--- config.mk ---
export PLATFORM = sky130hd
export DESIGN_NAME = arm_operand2_barrel_shifter_unit
export DESIGN_NICKNAME = d
export VERILOG_FILES = /design/src/sv/aobs_pkg.sv /design/src/sv/aobs_decode.sv /design/src/sv/arm_operand2_barrel_shifter_unit.sv
export VERILOG_INCLUDE_DIRS = /design/src /design/src/sv
export SDC_FILE = /design/constraint.sdc
export NUM_CORES = 1
export LEC_CHECK = 0
export ABC_CLOCK_PERIOD_IN_PS = 5750
export BUFFER_PORTS_ARGS = -buffer_cell sky130_fd_sc_hd__buf_2
export CELL_PAD_IN_SITES_DETAIL_PLACEMENT = 1
export CELL_PAD_IN_SITES_GLOBAL_PLACEMENT = 2
export CORE_MARGIN = 10
export CORE_UTILIZATION = 30
export CTS_CLUSTER_DIAMETER = 50
export DETAILED_ROUTE_END_ITERATION = 10
export PLACE_DENSITY = 0.63
export SLEW_MARGIN = 20
export SYNTH_ARGS = -nofsm -noshare
export SYNTH_HDL_FRONTEND = slang
export SYNTH_SLANG_ARGS = --single-unit
export TNS_END_PERCENT = 1
--- constraint.sdc ---
create_clock -name clk -period 5.75 [get_ports clk]
set_input_delay 0.8625 -clock clk [delete_from_list [all_inputs] [get_ports clk]]
set_output_delay 0.8625 -clock clk [all_outputs]
set_load 0.01 [all_outputs]
--- src/sv/arm_operand2_barrel_shifter_unit_assert.svh ---
// assertion macros shared by the operand shifter rtl
`ifndef ARM_OPERAND2_BARREL_SHIFTER_UNIT_ASSERT_SVH
`define ARM_OPERAND2_BARREL_SHIFTER_UNIT_ASSERT_SVH
`ifndef NO_ASSERTIONS
`define AOBS_ASSERT_IMP(label, clk, rst_n, ante, cons) \
	label: assert property (@(posedge clk) disable iff (!(rst_n)) (ante) |-> (cons)) \
		else $error("same-cycle check failed");
`define AOBS_ASSERT_NXT(label, clk, rst_n, ante, cons) \
	label: assert property (@(posedge clk) disable iff (!(rst_n)) (ante) |=> (cons)) \
		else $error("next-cycle check failed");
`else
`define AOBS_ASSERT_IMP(label, clk, rst_n, ante, cons)
`define AOBS_ASSERT_NXT(label, clk, rst_n, ante, cons)
`endif
`endif

--- src/sv/aobs_pkg.sv ---
// shared types, constants and helpers for the operand shifter
`default_nettype none
package aobs_pkg;
	localparam int WORD_W  = 32;
	localparam int ROT_W   = 5;
	localparam int AMT_W   = 8;
	localparam int FIELD_W = 12;

	typedef enum logic [1:0] {
		SH_LSL = 2'd0,
		SH_LSR = 2'd1,
		SH_ASR = 2'd2,
		SH_ROR = 2'd3
	} shift_t;

	// which bit of the rotated word is the shifter carry
	typedef enum logic [1:0] {
		CSEL_NONE  = 2'd0,
		CSEL_BIT0  = 2'd1,
		CSEL_BIT31 = 2'd2
	} csel_t;

	typedef struct packed {
		logic [WORD_W-1:0] data;
		logic [ROT_W-1:0]  rot;
		logic [WORD_W-1:0] mask;
		logic              fill;
		csel_t             csel;
		logic              cw;
	} ctrl_t;

	function automatic logic [WORD_W-1:0] rotr(input logic [WORD_W-1:0] d,
			input logic [ROT_W-1:0] k);
		logic [2*WORD_W-1:0] w;
		w = {d, d} >> k;
		return w[WORD_W-1:0];
	endfunction
endpackage
`default_nettype wire

--- src/sv/aobs_decode.sv ---
// operand field decode: every form becomes a right rotation, a keep mask and a fill bit
`default_nettype none
module aobs_decode import aobs_pkg::*; (
	input  wire logic               func,
	input  wire logic [FIELD_W-1:0] operand_field,
	input  wire logic               set_flags,
	input  wire logic [WORD_W-1:0]  rm_value,
	input  wire logic [WORD_W-1:0]  rs_value,
	output ctrl_t                   ctrl
);
	logic [AMT_W-1:0] amt;
	logic             big;
	logic             over;
	shift_t           sh;

	always_comb begin
		amt  = operand_field[4] ? rs_value[AMT_W-1:0] : {3'b000, operand_field[11:7]};
		sh   = shift_t'(operand_field[6:5]);
		big  = amt >= AMT_W'(WORD_W);
		over = amt > AMT_W'(WORD_W);

		ctrl.data = rm_value;
		ctrl.rot  = '0;
		ctrl.mask = '1;
		ctrl.fill = 1'b0;
		ctrl.csel = CSEL_NONE;
		ctrl.cw   = 1'b0;

		if (func) begin
			ctrl.data = {{(WORD_W-8){1'b0}}, operand_field[7:0]};
			ctrl.rot  = {operand_field[11:8], 1'b0};
		end else begin
			ctrl.cw = set_flags && (sh != SH_ROR);
			unique case (sh)
				SH_ROR: begin
					ctrl.rot = amt[ROT_W-1:0];
				end
				SH_LSL: begin
					// left shift is a rotation right by the complement, low bits cleared
					if (amt != '0) begin
						ctrl.rot  = ROT_W'(0) - amt[ROT_W-1:0];
						ctrl.mask = big ? '0 : ({WORD_W{1'b1}} << amt[ROT_W-1:0]);
						ctrl.csel = over ? CSEL_NONE : CSEL_BIT0;
					end
				end
				SH_LSR, SH_ASR: begin
					if (amt != '0) begin
						ctrl.rot  = amt[ROT_W-1:0];
						ctrl.mask = big ? '0 : ({WORD_W{1'b1}} >> amt[ROT_W-1:0]);
						ctrl.fill = (sh == SH_ASR) && rm_value[WORD_W-1];
						ctrl.csel = over ? CSEL_NONE : CSEL_BIT31;
					end
				end
			endcase
		end
	end
endmodule
`default_nettype wire

--- src/sv/arm_operand2_barrel_shifter_unit.sv ---
// Second-operand shifter for data-processing instructions. Takes one request every cycle
// while the output is not stalled: stage one decodes the operand field into a
// right rotation, a keep mask and a fill bit, stage two rotates by the coarse part of the
// amount (multiples of four), stage three rotates by the rest, picks the carry and
// applies mask and fill into the output register. Each stage moves on when the stage
// after it is empty or moving, so a stalled output holds only the stages behind it.
`default_nettype none
`include "arm_operand2_barrel_shifter_unit_assert.svh"
module arm_operand2_barrel_shifter_unit import aobs_pkg::*; (
	input  wire logic               clk,
	input  wire logic               arst_n,
	input  wire logic               in_valid,
	output logic                    in_ready,
	input  wire logic               func,
	input  wire logic [FIELD_W-1:0] operand_field,
	input  wire logic               set_flags,
	input  wire logic [WORD_W-1:0]  rm_value,
	input  wire logic [WORD_W-1:0]  rs_value,
	output logic                    out_valid,
	input  wire logic               out_ready,
	output logic [WORD_W-1:0]       operand_value,
	output logic                    carry_out,
	output logic                    carry_write
);
	ctrl_t ctrl;

	logic              valid_s1, valid_s2, valid_s3;
	logic              adv_s1, adv_s2, adv_s3;
	ctrl_t             ctrl_s1;
	logic [WORD_W-1:0] data_s2;
	logic [1:0]        rot_s2;
	logic [WORD_W-1:0] mask_s2;
	logic              fill_s2;
	csel_t             csel_s2;
	logic              cw_s2;
	logic [WORD_W-1:0] value_s3;
	logic              carry_s3;
	logic              cw_s3;
	logic [WORD_W-1:0] rot_full;
	logic [WORD_W-1:0] value_next;
	logic              carry_next;

	aobs_decode u_decode (
		.func          (func),
		.operand_field (operand_field),
		.set_flags     (set_flags),
		.rm_value      (rm_value),
		.rs_value      (rs_value),
		.ctrl          (ctrl)
	);

	assign adv_s3   = !valid_s3 || out_ready;
	assign adv_s2   = !valid_s2 || adv_s3;
	assign adv_s1   = !valid_s1 || adv_s2;
	assign in_ready = adv_s1;

	always_ff @(posedge clk or negedge arst_n) begin
		if (!arst_n) begin
			valid_s1 <= 1'b0;
			valid_s2 <= 1'b0;
			valid_s3 <= 1'b0;
		end else begin
			if (adv_s1) valid_s1 <= in_valid;
			if (adv_s2) valid_s2 <= valid_s1;
			if (adv_s3) valid_s3 <= valid_s2;
		end
	end

	always_ff @(posedge clk) begin
		if (adv_s1 && in_valid) ctrl_s1 <= ctrl;
		if (adv_s2 && valid_s1) begin
			data_s2 <= rotr(ctrl_s1.data, {ctrl_s1.rot[ROT_W-1:2], 2'b00});
			rot_s2  <= ctrl_s1.rot[1:0];
			mask_s2 <= ctrl_s1.mask;
			fill_s2 <= ctrl_s1.fill;
			csel_s2 <= ctrl_s1.csel;
			cw_s2   <= ctrl_s1.cw;
		end
		if (adv_s3 && valid_s2) begin
			value_s3 <= value_next;
			carry_s3 <= carry_next;
			cw_s3    <= cw_s2;
		end
	end

	always_comb begin
		rot_full   = rotr(data_s2, {3'b000, rot_s2});
		value_next = (rot_full & mask_s2) | (~mask_s2 & {WORD_W{fill_s2}});
		// carry is the last bit out, taken before the mask clears it
		case (csel_s2)
			CSEL_BIT0:  carry_next = rot_full[0];
			CSEL_BIT31: carry_next = rot_full[WORD_W-1];
			default:    carry_next = 1'b0;
		endcase
	end

	assign out_valid     = valid_s3;
	assign operand_value = value_s3;
	assign carry_out     = carry_s3;
	assign carry_write   = cw_s3;

	// back-pressure reaches the input only when every stage is full
	`AOBS_ASSERT_IMP(a_ready_full, clk, arst_n, !in_ready,
		valid_s1 && valid_s2 && valid_s3 && !out_ready)
	// immediate requests never keep bits back and never write carry
	`AOBS_ASSERT_NXT(a_imm_decode, clk, arst_n, in_valid && in_ready && func,
		valid_s1 && (ctrl_s1.mask == {WORD_W{1'b1}}) && !ctrl_s1.cw &&
		(ctrl_s1.csel == CSEL_NONE))
	// a bubble in stage two shows up at the output after a delivered result
	`AOBS_ASSERT_NXT(a_bubble, clk, arst_n, out_valid && out_ready && !valid_s2,
		!out_valid)
endmodule
`default_nettype wire

* Word level (Yosys, flattened, before mapping)
Cells that the tools add are included.
** Word-level totals
- Flip-flop bits (word level) :: 180
- Bits in latches :: 0
- RAM bits :: 0
- Memory bits (read-only) :: 0
- Bits of input ports :: 82
- Output and inout port bits :: 36
- Word-level logic and storage cells :: 68
- Memories :: 0
** Cells by class
- Add/sub/neg operators :: 1
- $mul :: 0
- Div/mod/pow operators :: 0
- Magnitude comparators :: 2
- Equality and inequality tests :: 6
- Shift-type cells :: 4
- Muxes and demuxes :: 14
- Bitwise operators :: 6
- Reduce and logical (&&, ||, !) cells :: 15
** Operator list (count)
- bitwise AND 32 bit :: 2
- 2-to-1 mux 32 bit :: 2
- one-hot mux 32 bit (2 select lines) :: 1
- >> shifter 64 x 2 -> 32 bit :: 1
- >> shifter 64 x 5 -> 32 bit :: 1
- 2-to-1 mux 40 bit :: 1
- 2-to-1 mux 37 bit :: 1
- NOT 32 bit :: 1
- bitwise OR 32 bit :: 1
- << shifter 32 x 5 -> 32 bit (first input constant) :: 1
- >> shifter 32 x 5 -> 32 bit (first input constant) :: 1
- 2-to-1 mux 8 bit :: 2
- one-hot mux 5 bit (3 select lines) :: 1
- >= comparator 8 x 6 -> 1 bit (second input constant) :: 1
- > comparator 8 x 6 -> 1 bit (second input constant) :: 1
- nonzero test 8 bit :: 1
- == test 2 bit (second input constant) :: 3
- logical AND 1 bit :: 5
- 2-to-1 mux 5 bit :: 1
- subtractor 1 x 5 -> 5 bit (first input constant) :: 1
- == test 2 x 1 -> 1 bit (second input constant) :: 2
- 2-to-1 mux 2 bit :: 2
- one-hot mux 2 bit (2 select lines) :: 1
- logical NOT 1 bit :: 3
- other kinds (8) :: 11

* Longest topological paths before layout
Gate-level depths: netlist (run 1).
- Depth in word-level cells :: 6
- Depth in mapped cells :: 10
- Depth with buffers taken out :: 6

* Cells and area by module
From an unflattened synthesis (run 1), not the netlist that was laid out.
** Second synthesis, totals
- Cells, all modules :: 555
- Area total of the unflattened synthesis :: 9298.9 um^2
** By module, submodules not included
- arm_operand2_barrel_shifter_unit :: instances 1, cells each 347, area each 7912.6 um^2, seq. area each 5390.2 um^2
- aobs_decode :: instances 1, cells each 208, area each 1386.3 um^2, seq. area each 0.0 um^2

* Worst setup path after synthesis (run 1)
Ideal clock, no wire load.
- Path kind :: input to register
- From :: input out_ready
- To :: register ctrl_s1[0] in the netlist's numbering (enable)
- Library setup time :: 0.439 ns
- Arrival :: 2.808 ns
- Required time :: 5.311 ns
- Slack :: 2.503 ns
- Cell stages on the path :: 3
- Buffers on the path :: 0
- Cell sequence :: nor2b_1 -> nand3_1 -> and2_1
** On the way
- Word-level cells in the longest chain between the ends :: 4
** RTL lines
- start, declared :: RTL line arm_operand2_barrel_shifter_unit.sv:20 : input wire logic out_ready,
- logical OR 1 bit :: RTL line arm_operand2_barrel_shifter_unit.sv:52 : assign adv_s3 = !valid_s3 || out_ready;
- logical OR 1 bit :: RTL line arm_operand2_barrel_shifter_unit.sv:53 : assign adv_s2 = !valid_s2 || adv_s3;
- logical OR 1 bit :: RTL line arm_operand2_barrel_shifter_unit.sv:54 : assign adv_s1 = !valid_s1 || adv_s2;
- via in_ready :: RTL line arm_operand2_barrel_shifter_unit.sv:13 : output logic in_ready,
- logical AND 1 bit :: RTL line arm_operand2_barrel_shifter_unit.sv:70 : if (adv_s1 && in_valid) ctrl_s1 <= ctrl;
- end signal, assigned :: RTL line arm_operand2_barrel_shifter_unit.sv:70
- end, declared :: RTL line arm_operand2_barrel_shifter_unit.sv:29 : ctrl_t ctrl_s1;
The timed path passes the listed nets, and every way through them passes these cells.
A chain may end at the register's enable or synchronous reset.

* Worst setup path after layout (run 1)
- From :: input operand_field[4]
- To :: register ctrl_s1[6] in the netlist's numbering, data pin
** On the way
- Word-level cells in the longest chain between the ends :: 5
- Elaborated cells between the ends (all ways) :: 10
- Those cells by class :: 1 x order compare; 2 x shift; 6 x mux; 1 x reduce/logical
** RTL lines
- start, declared :: RTL line arm_operand2_barrel_shifter_unit.sv:15 : input wire logic [FIELD_W-1:0] operand_field,
- 2-to-1 mux 8 bit * :: RTL line aobs_decode.sv:17 : amt = operand_field[4] ? rs_value[AMT_W-1:0] : {3'b000, operand_field[11:7]};
- >= comparator 8 x 6 -> 1 bit (tied with other cells) :: RTL line aobs_decode.sv:19 : big = amt >= AMT_W'(WORD_W);
- 2-to-1 mux 32 bit (on tied branches) :: RTL line aobs_decode.sv:49, aobs_decode.sv:42
- 2-to-1 mux 40 bit / 2-to-1 mux 37 bit (equally long branches) :: RTL line aobs_decode.sv:47, aobs_decode.sv:40
- one-hot mux 32 bit (2 select lines) * :: RTL line aobs_decode.sv:34 : unique case (sh)
Every way passes the cells marked *; elsewhere a longest branch is shown, timed or not.

==> impl_results.md, run 1 <==
- Register area share after synthesis: 58.11%
- Power density over the cells: 329.8 mW/mm^2
- Slowest cell on the critical path: buf_2
- Die Width: 195.8 microns
- Final Setup Violations: 0
- Antenna Cells: 0
- Site Rows: 64
- Detail Placement HPWL: 16.84 mm
- # DRC: 0
- Clock Power Share: 33.5%
- Dominant cells by area after synthesis: edfxtp_1, mux4_2, mux2_2, nor2b_1, ha_1
- Nets: 738
- Largest net degree at the start of global routing: 74
- Crit path buffers/inverters: 1
- Slew Viols, Final: 0
- Core ar.: 0.03051 sq mm
- Met2 Usage GRT: 18.34%
- First-pass GRT wire length: 35.12 mm
- Initial Util: 30.40%
- Post-DRT Antenna Nets: 0
- Top cells by count, synth: edfxtp_1, mux2_2, mux4_2
- Post_cts resized: 0
- Tcrit/Tclk final: 52.98%
- Endpoint class of the critical path: register
- Setup bufs post-CTS: 0
- Clock slew at reported path FFs: 0.07 ns
- Post-synthesis register bit count: 180
- PortBufs: 93
- Full die area: 0.03835 sq mm
- Synth area leader: edfxtp_1
- Root Buffer: clkbuf_16
- Seq pwr share: 48.6%
- Status: completed
- CTS sink count: 180
- GR Layer Usage met3: 2.523%
- Critical path cell sequence: buf_2 > mux2i_1 > ha_1 > and4bb_2 > a22oi_1 > a21boi_0 > o221ai_1
- Chip Height: 195.8 microns
- Via Count: 5312
- Maximum root-to-sink buffer count: 2
- Relative slew slack: 36.95%
- Sw power: 0.9112 mW
- Crit path max fanout: 26
- Antenna violations before repair: 0
- Synth Net Count: 656
- Crit path depth: 7
- DRT Wirelength: 22.31 mm
- Vias per Instance: 5.030
- Total CTS buffers: 17
- Met1 Resource Use GR: 16.05%
- Area share of the largest cell type after synthesis: 57.30%
- GRT overflow: 0
- Cell Area, Synth: 0.009275 sq mm
- 1st-pass router iterations: 4
- VDD IR max: 0.0002275 V
- Synth Flop Type: edfxtp_1
- Library cells used by synthesis: 62
- Fin Setup TNS: 0 ns
- CTS H-tree depth: 4
- RePlAce Congestion: 0.8096
- Vias in the first global route: 5686
- Syn_area_per_cell: 16.42 sq um
- Clock Latency Late Sink: 0.43 ns
- Cells after synthesis: 565
- GRT busiest layer: met2
- Placed insts: 1020
- Slowest stage delay, CP: 0.43 ns
- Worst endpoint required time: 5.92 ns
- Critical setup path kind: primary input to register
- Count leader, synth: edfxtp_1
- GRT Total Usage: 11.84%
- Worst-margin pin slew: 0.9458 ns
- CTS tree: built
- Number of synthesized flops with an enable pin: 177
- Final non-filler cell total: 1056
- Layout area overhead: 15.93%
- HP Class: primary input to async pin
- Clock Skew: 0.01010 ns
- Hold Fails Final Rpt: 0
- Initial DRC count: 377
- Layout cell share with drive strength beyond 1: 44.24%
- Min Tclk post-route: 3.046 ns
- Synth warn: 0
- CP arrival: 3.21 ns
- Ys async rst share: 1.667%
- Sw frac: 25.69%
- Drt wl/cell: 21.13 microns
- Fmax: 328.3 MHz
- RSZ-0062 raised after global routing: false
- IO Pins: 118
- Post-CTS Hold Buffers: 0
- Comb pwr share: 17.9%
- Depth of the worst register-to-register path: 3
- CP startpoint kind: primary input
- Static leakage: 3.684 nW
- Internal power: 2.636 mW
- CP top delay family: compound AO/OA/AOI/OAI gates
- Max cap viols: 0
-- registers in the layout (all words and copies together), names as in the netlist --
name           cells
ctrl_s1           73
mask_s2           32
valid_s2           1
carry_write        1
rot_s2             2
operand_value     32
csel_s2            2
fill_s2            1
carry_out          1
data_s2           32
out_valid          1
valid_s1           1
cw_s2              1
-- path summary, 6_finish.rpt --
check	from	endpoint	slack (ns)
setup / recovery	operand_field[4]	ctrl_s1[6]$_SDFFCE_PP1P_	2.70
hold / removal	arst_n	valid_s1$_DFFE_PN0N_	0.22
setup reg to reg	rot_s2[0]$_DFFE_PP_	operand_value[6]$_DFFE_PP_	3.76
hold reg to reg	ctrl_s1[32]$_SDFFCE_PP1P_	mask_s2[28]$_DFFE_PP_	0.42
max in group asynchronous	arst_n	valid_s2$_DFFE_PN0P_	5.43
min in group clk	ctrl_s1[32]$_SDFFCE_PP1P_	mask_s2[28]$_DFFE_PP_	0.42
-- through the flow --
step                      power [mW]  hold WS [ns]  cell area, sq um  setup WS [ns]  utilization, %
after floorplan                2.155        0.4003              9275          2.503               -
after global placement         2.370        0.4025             10090          2.362           33.07
after detailed placement       2.389        0.4052             10090          2.273           33.07
after CTS                      3.592        0.1900             10690          2.745           35.05
after global routing           3.713        0.1933             10750          2.454           35.24
final                          3.547        0.2150             10750          2.704           35.24
-- layout by cell type (no fill, tap or decap), drive strengths merged, types with 6 or more instances in the layout --
master	instances
nand2b	6
o221ai	10
clkbuf	19
o211ai	11
buf	105
nor2	16
mux2	73
a21oi	7
nand3	7
edfxtp	177
nor3	6
nand2	20
inv	16
nor2b	28
and2	9
ha	9
o21ai	11
mux4	64
-- final cells by class --
class,instances,area (sq um)
repair buffers,105,585.6
flip-flops and latches,180,5390
inverters,10,37.54
clock inverters,13,170.2
fillers,3117,19760
clock buffers,19,432.9
well taps,396,495.5
multi-input cells,333,3641
-- power by group through the flow --
stage	clock network [mW]	registers, mW	logic [mW]
floorplan	0	1.73	0.422
global placement	0	1.76	0.614
detailed placement	0	1.77	0.623
CTS	1.23	1.74	0.629
global route	1.28	1.74	0.697
finish	1.19	1.72	0.636
-- routing by layer --
layer,part of all wire (%),up-vias
met5,0,-
met4,1.4,0
met3,4.4,14
met2,47,129
met1,47,2699
li1,-,2470
-- logic make-up (layout without fill, tap and decap cells) --
group,count (synthesis),count (layout),synth area share [%]
flip-flops,180,180,58.11
AND/OR/NAND/NOR,108,108,6.610
AO/OA/AOI/OAI,76,76,6.637
adder cells (fa/ha/maj),9,9,1.214
buffers and inverters,52,147,2.657
multiplexers,140,140,24.77
(Power assumes the default switching activity.)
==> run 2: changes to the inputs <==
--- a/config.mk
+++ b/config.mk
@@ -6,7 +6,8 @@
 export SDC_FILE = /design/constraint.sdc
 export NUM_CORES = 1
 export LEC_CHECK = 0
-export ABC_CLOCK_PERIOD_IN_PS = 5750
+export ABC_AREA = 1
+export ABC_CLOCK_PERIOD_IN_PS = 2800
 export BUFFER_PORTS_ARGS = -buffer_cell sky130_fd_sc_hd__buf_2
 export CELL_PAD_IN_SITES_DETAIL_PLACEMENT = 1
 export CELL_PAD_IN_SITES_GLOBAL_PLACEMENT = 2
@@ -14,7 +15,7 @@
 export CORE_UTILIZATION = 30
 export CTS_CLUSTER_DIAMETER = 50
 export DETAILED_ROUTE_END_ITERATION = 10
-export PLACE_DENSITY = 0.63
+export PLACE_DENSITY = 0.73
 export SLEW_MARGIN = 20
 export SYNTH_ARGS = -nofsm -noshare
 export SYNTH_HDL_FRONTEND = slang
==> constraint.sdc (replaced) <==
create_clock -name clk -period 2.8 [get_ports clk]
set_input_delay 0.42 -clock clk [delete_from_list [all_inputs] [get_ports clk]]
set_output_delay 0.42 -clock clk [all_outputs]
set_load 0.01 [all_outputs]
==> run 2 against run 1 <==
Compared with the run above: synthesized cell count rose by 64%; non-clock buffer count rose by 7; setup slack got worse by 1.9 ns; power rose by 120%; sequential share of layout area rose by 1.3 points; sequential power rose by 120%; die area fell by 2.9%; first-iteration DRC count rose by 2.7%; register-to-register slack got worse by 3.0 ns; utilization rose by 0.22 points; clock power rose by 92%; via count rose by 23%.
==> impl_results.md, run 2 <==
- Status: completed
- Post-DRT Antenna Nets: 0
- VDD IR max: 0.0004344 V
- IO Pins: 118
- CP top delay family: buffers and inverters
- Crit path max fanout: 24
- Via Count: 6514
- Crit path buffers/inverters: 2
- Chip Height: 193.0 microns
- Initial DRC count: 387
- Max reg flops: 73
- Commonest non-fill, non-tap cell in the layout: nand2_1
- Drt wl/cell: 17.18 microns
- Fin Setup TNS: 0 ns
- Ys async rst share: 1.667%
- # DRC: 0
- Multi-input logic area: 0.003088 sq mm
- Count leader, synth: nand2_1
- Comb pwr share: 22.6%
- Placed insts: 1380
- Slew Viols, Final: 0
- Commonest non-fill, non-tap cells in the layout: nand2_1, edfxtp_1, buf_2
- Largest net degree at the start of global routing: 65
- 1st-pass router iterations: 5
- Post-CTS Hold Buffers: 1
- HP Class: primary input to register
- Depth of the worst register-to-register path: 6
- Clock slew at reported path FFs: 0.07 ns
- CTS H-tree depth: 4
- Static leakage: 4.299 nW
- Fillers: 3394
- Setup bufs post-CTS: 0
- Hold EP: valid_s1$_DFFE_PN0N_
- Critical setup path kind: register to register
- Vias in the first global route: 6956
- Vias per Instance: 4.613
- Hold path start: in_valid
- Worst r2r src: ctrl_s1[38]$_DFFE_PP_
- Slowest stage delay, CP: 0.53 ns
- Area share of the largest cell type after synthesis: 59.19%
- Root Buffer: clkbuf_16
- DRT Wirelength: 24.26 mm
- Synth warn: 0
- Sw frac: 31.20%
- Number of synthesized flops with an enable pin: 177
- Most Frequent Cell on Critical Path: o21ai_0
- Nets: 1101
- CP arrival: 2.25 ns
- Clock Skew: 0.01305 ns
- RePlAce Congestion: 0.8422
- Cell Area, Synth: 0.008980 sq mm
- Antenna Cells: 0
- RSZ-0062 raised after global routing: false
- Tcrit/Tclk final: 72.46%
- Detail Placement HPWL: 18.76 mm
- R2R Path End: data_s2[16]$_DFFE_PP_
- Power density over the cells: 745.4 mW/mm^2
- Full die area: 0.03725 sq mm
- Final non-filler cell total: 1412
- Hold Fails Final Rpt: 0
- Layout cell share with drive strength beyond 1: 16.73%
- Synth area leader: edfxtp_1
- Sw power: 2.438 mW
- Library cells used by synthesis: 34
- Clock Power Share: 29.2%
- PortBufs: 93
- Site Rows: 63
- Post_cts resized: 0
- Seq. cell area: 0.005390 sq mm
- Critical path cell sequence: inv_1 > buf_4 > nand2_1 > nand3_1 > o21ai_0 > o21ai_0
- Register area share after synthesis: 60.03%
- Internal power: 5.376 mW
- GRT overflow: 0
- CP startpoint kind: register
- Reg2reg setup slack: 0.77 ns
- First-pass GRT wire length: 38.71 mm
- Synth Flop Type: edfxtp_1
- Top reg by flops: ctrl_s1
- Maximum root-to-sink buffer count: 2
- Core ar.: 0.02956 sq mm
- Hold Path Stages: 3
- Antenna violations before repair: 0
- Post-synthesis register bit count: 180
- Min Tclk post-route: 2.029 ns
- Syn_area_per_cell: 9.697 sq um
- Endpoint class of the critical path: register
- Die Width: 193.0 microns
- Initial Util: 30.38%
- Total CTS buffers: 17
- Seq pwr share: 48.2%
- Worst endpoint required time: 3.02 ns
- Crit path depth: 6
- Clock Latency Late Sink: 0.43 ns
- Layout area overhead: 16.73%
- Slowest cell on the critical path: inv_1
- Fmax: 492.9 MHz
- Final Setup Violations: 0
- Max cap viols: 0
- CTS tree: built
- Synth Net Count: 1017
- Cells after synthesis: 926
- Worst-margin pin slew: 0.8590 ns
- GRT Total Usage: 13.32%
- CTS sink count: 180
- Dominant cells by area after synthesis: edfxtp_1, nand2_1, o21ai_0, nand3_1, mux2i_1
- Top cells by count, synth: nand2_1, edfxtp_1, o21ai_0
- Relative slew slack: 42.67%
run 2: cell types whose count changed in the layout (fill, tap and decap cells not counted), moves of 30 or more:
cell     previous run  this run
a21oi_1             7        37
inv_1               9        69
mux2_2             73         0
mux4_2             64         0
nand2_1            20       269
nand3_1             5        73
nor2_1             16        61
o21ai_0            10        84
run 2: logic make-up (layout without fill, tap and decap cells):
group / count (synthesis) / in the layout / share of synthesized area (%)
and+or+nand+nor: 429 / 429 / 20.69
buffers and inverters: 126 / 222 / 5.713
muxes: 29 / 29 / 3.233
DFF: 180 / 180 / 60.03
AOI/OAI and AO/OA: 153 / 153 / 9.085
adders and majority gates: 9 / 9 / 1.254
run 2: layer usage:
metal	track usage (%)	wire, microns
met1	18.59	12000
met3	2.320	974
met4	3.225	154
met5	0	0
met2	21.11	11120
run 2: area by class of cell:
cell class / count / area share, %
Sequential cell: 180 / 51.42
Multi-Input combinational cell: 620 / 29.46
Timing Repair Buffer: 112 / 6.302
Tap cell: 390 / 4.655
Clock buffer: 19 / 4.130
Inverter: 79 / 2.900
Clock inverter: 12 / 1.134
run 2: power by group through the flow:
stage | Sequential (mW) | Clock [mW] | Combinational, mW
3_5_place_dp | 3.84 | 0 | 1.80
4_1_cts | 3.78 | 2.35 | 1.81
3_3_place_gp | 3.82 | 0 | 1.78
5_1_grt | 3.82 | 2.46 | 2.01
2_1_floorplan | 3.85 | 0 | 1.04
6_report | 3.77 | 2.28 | 1.76
run 2: worst register-to-register path: cells and delay by family (launching register included):
family                 cells  cell delay, ns
buffers and inverters      2            0.82
AOI/OAI and AO/OA          2            0.47
DFF                        1            0.38
and+or+nand+nor            2            0.15
run 2: worst max-delay path by stage:
stage	start	endpoint	slack, ns
floorplan	out_ready	ctrl_s1[0]$_SDFFCE_PP0P_	0.17
global placement	operand_field[4]	ctrl_s1[27]$_SDFFCE_PP1P_	0.66
detailed placement	operand_field[4]	ctrl_s1[27]$_SDFFCE_PP1P_	0.65
CTS	ctrl_s1[38]$_DFFE_PP_	data_s2[16]$_DFFE_PP_	0.74
global route	ctrl_s1[38]$_DFFE_PP_	data_s2[16]$_DFFE_PP_	0.56
finish	ctrl_s1[38]$_DFFE_PP_	data_s2[16]$_DFFE_PP_	0.77
run 2: stage by stage:
step | util, % | hold WS, ns | worst slack, ns | total power, mW | instance area [sq um]
after floorplan | - | 0.1244 | 0.1694 | 4.890 | 8980
after global placement | 33.56 | 0.2203 | 0.6641 | 5.595 | 9921
after detailed placement | 33.56 | 0.2230 | 0.6472 | 5.636 | 9921
after CTS | 35.46 | 0.2278 | 0.7392 | 7.936 | 10480
after global routing | 35.46 | 0.2365 | 0.5648 | 8.288 | 10480
final | 35.46 | 0.2377 | 0.7711 | 7.813 | 10480
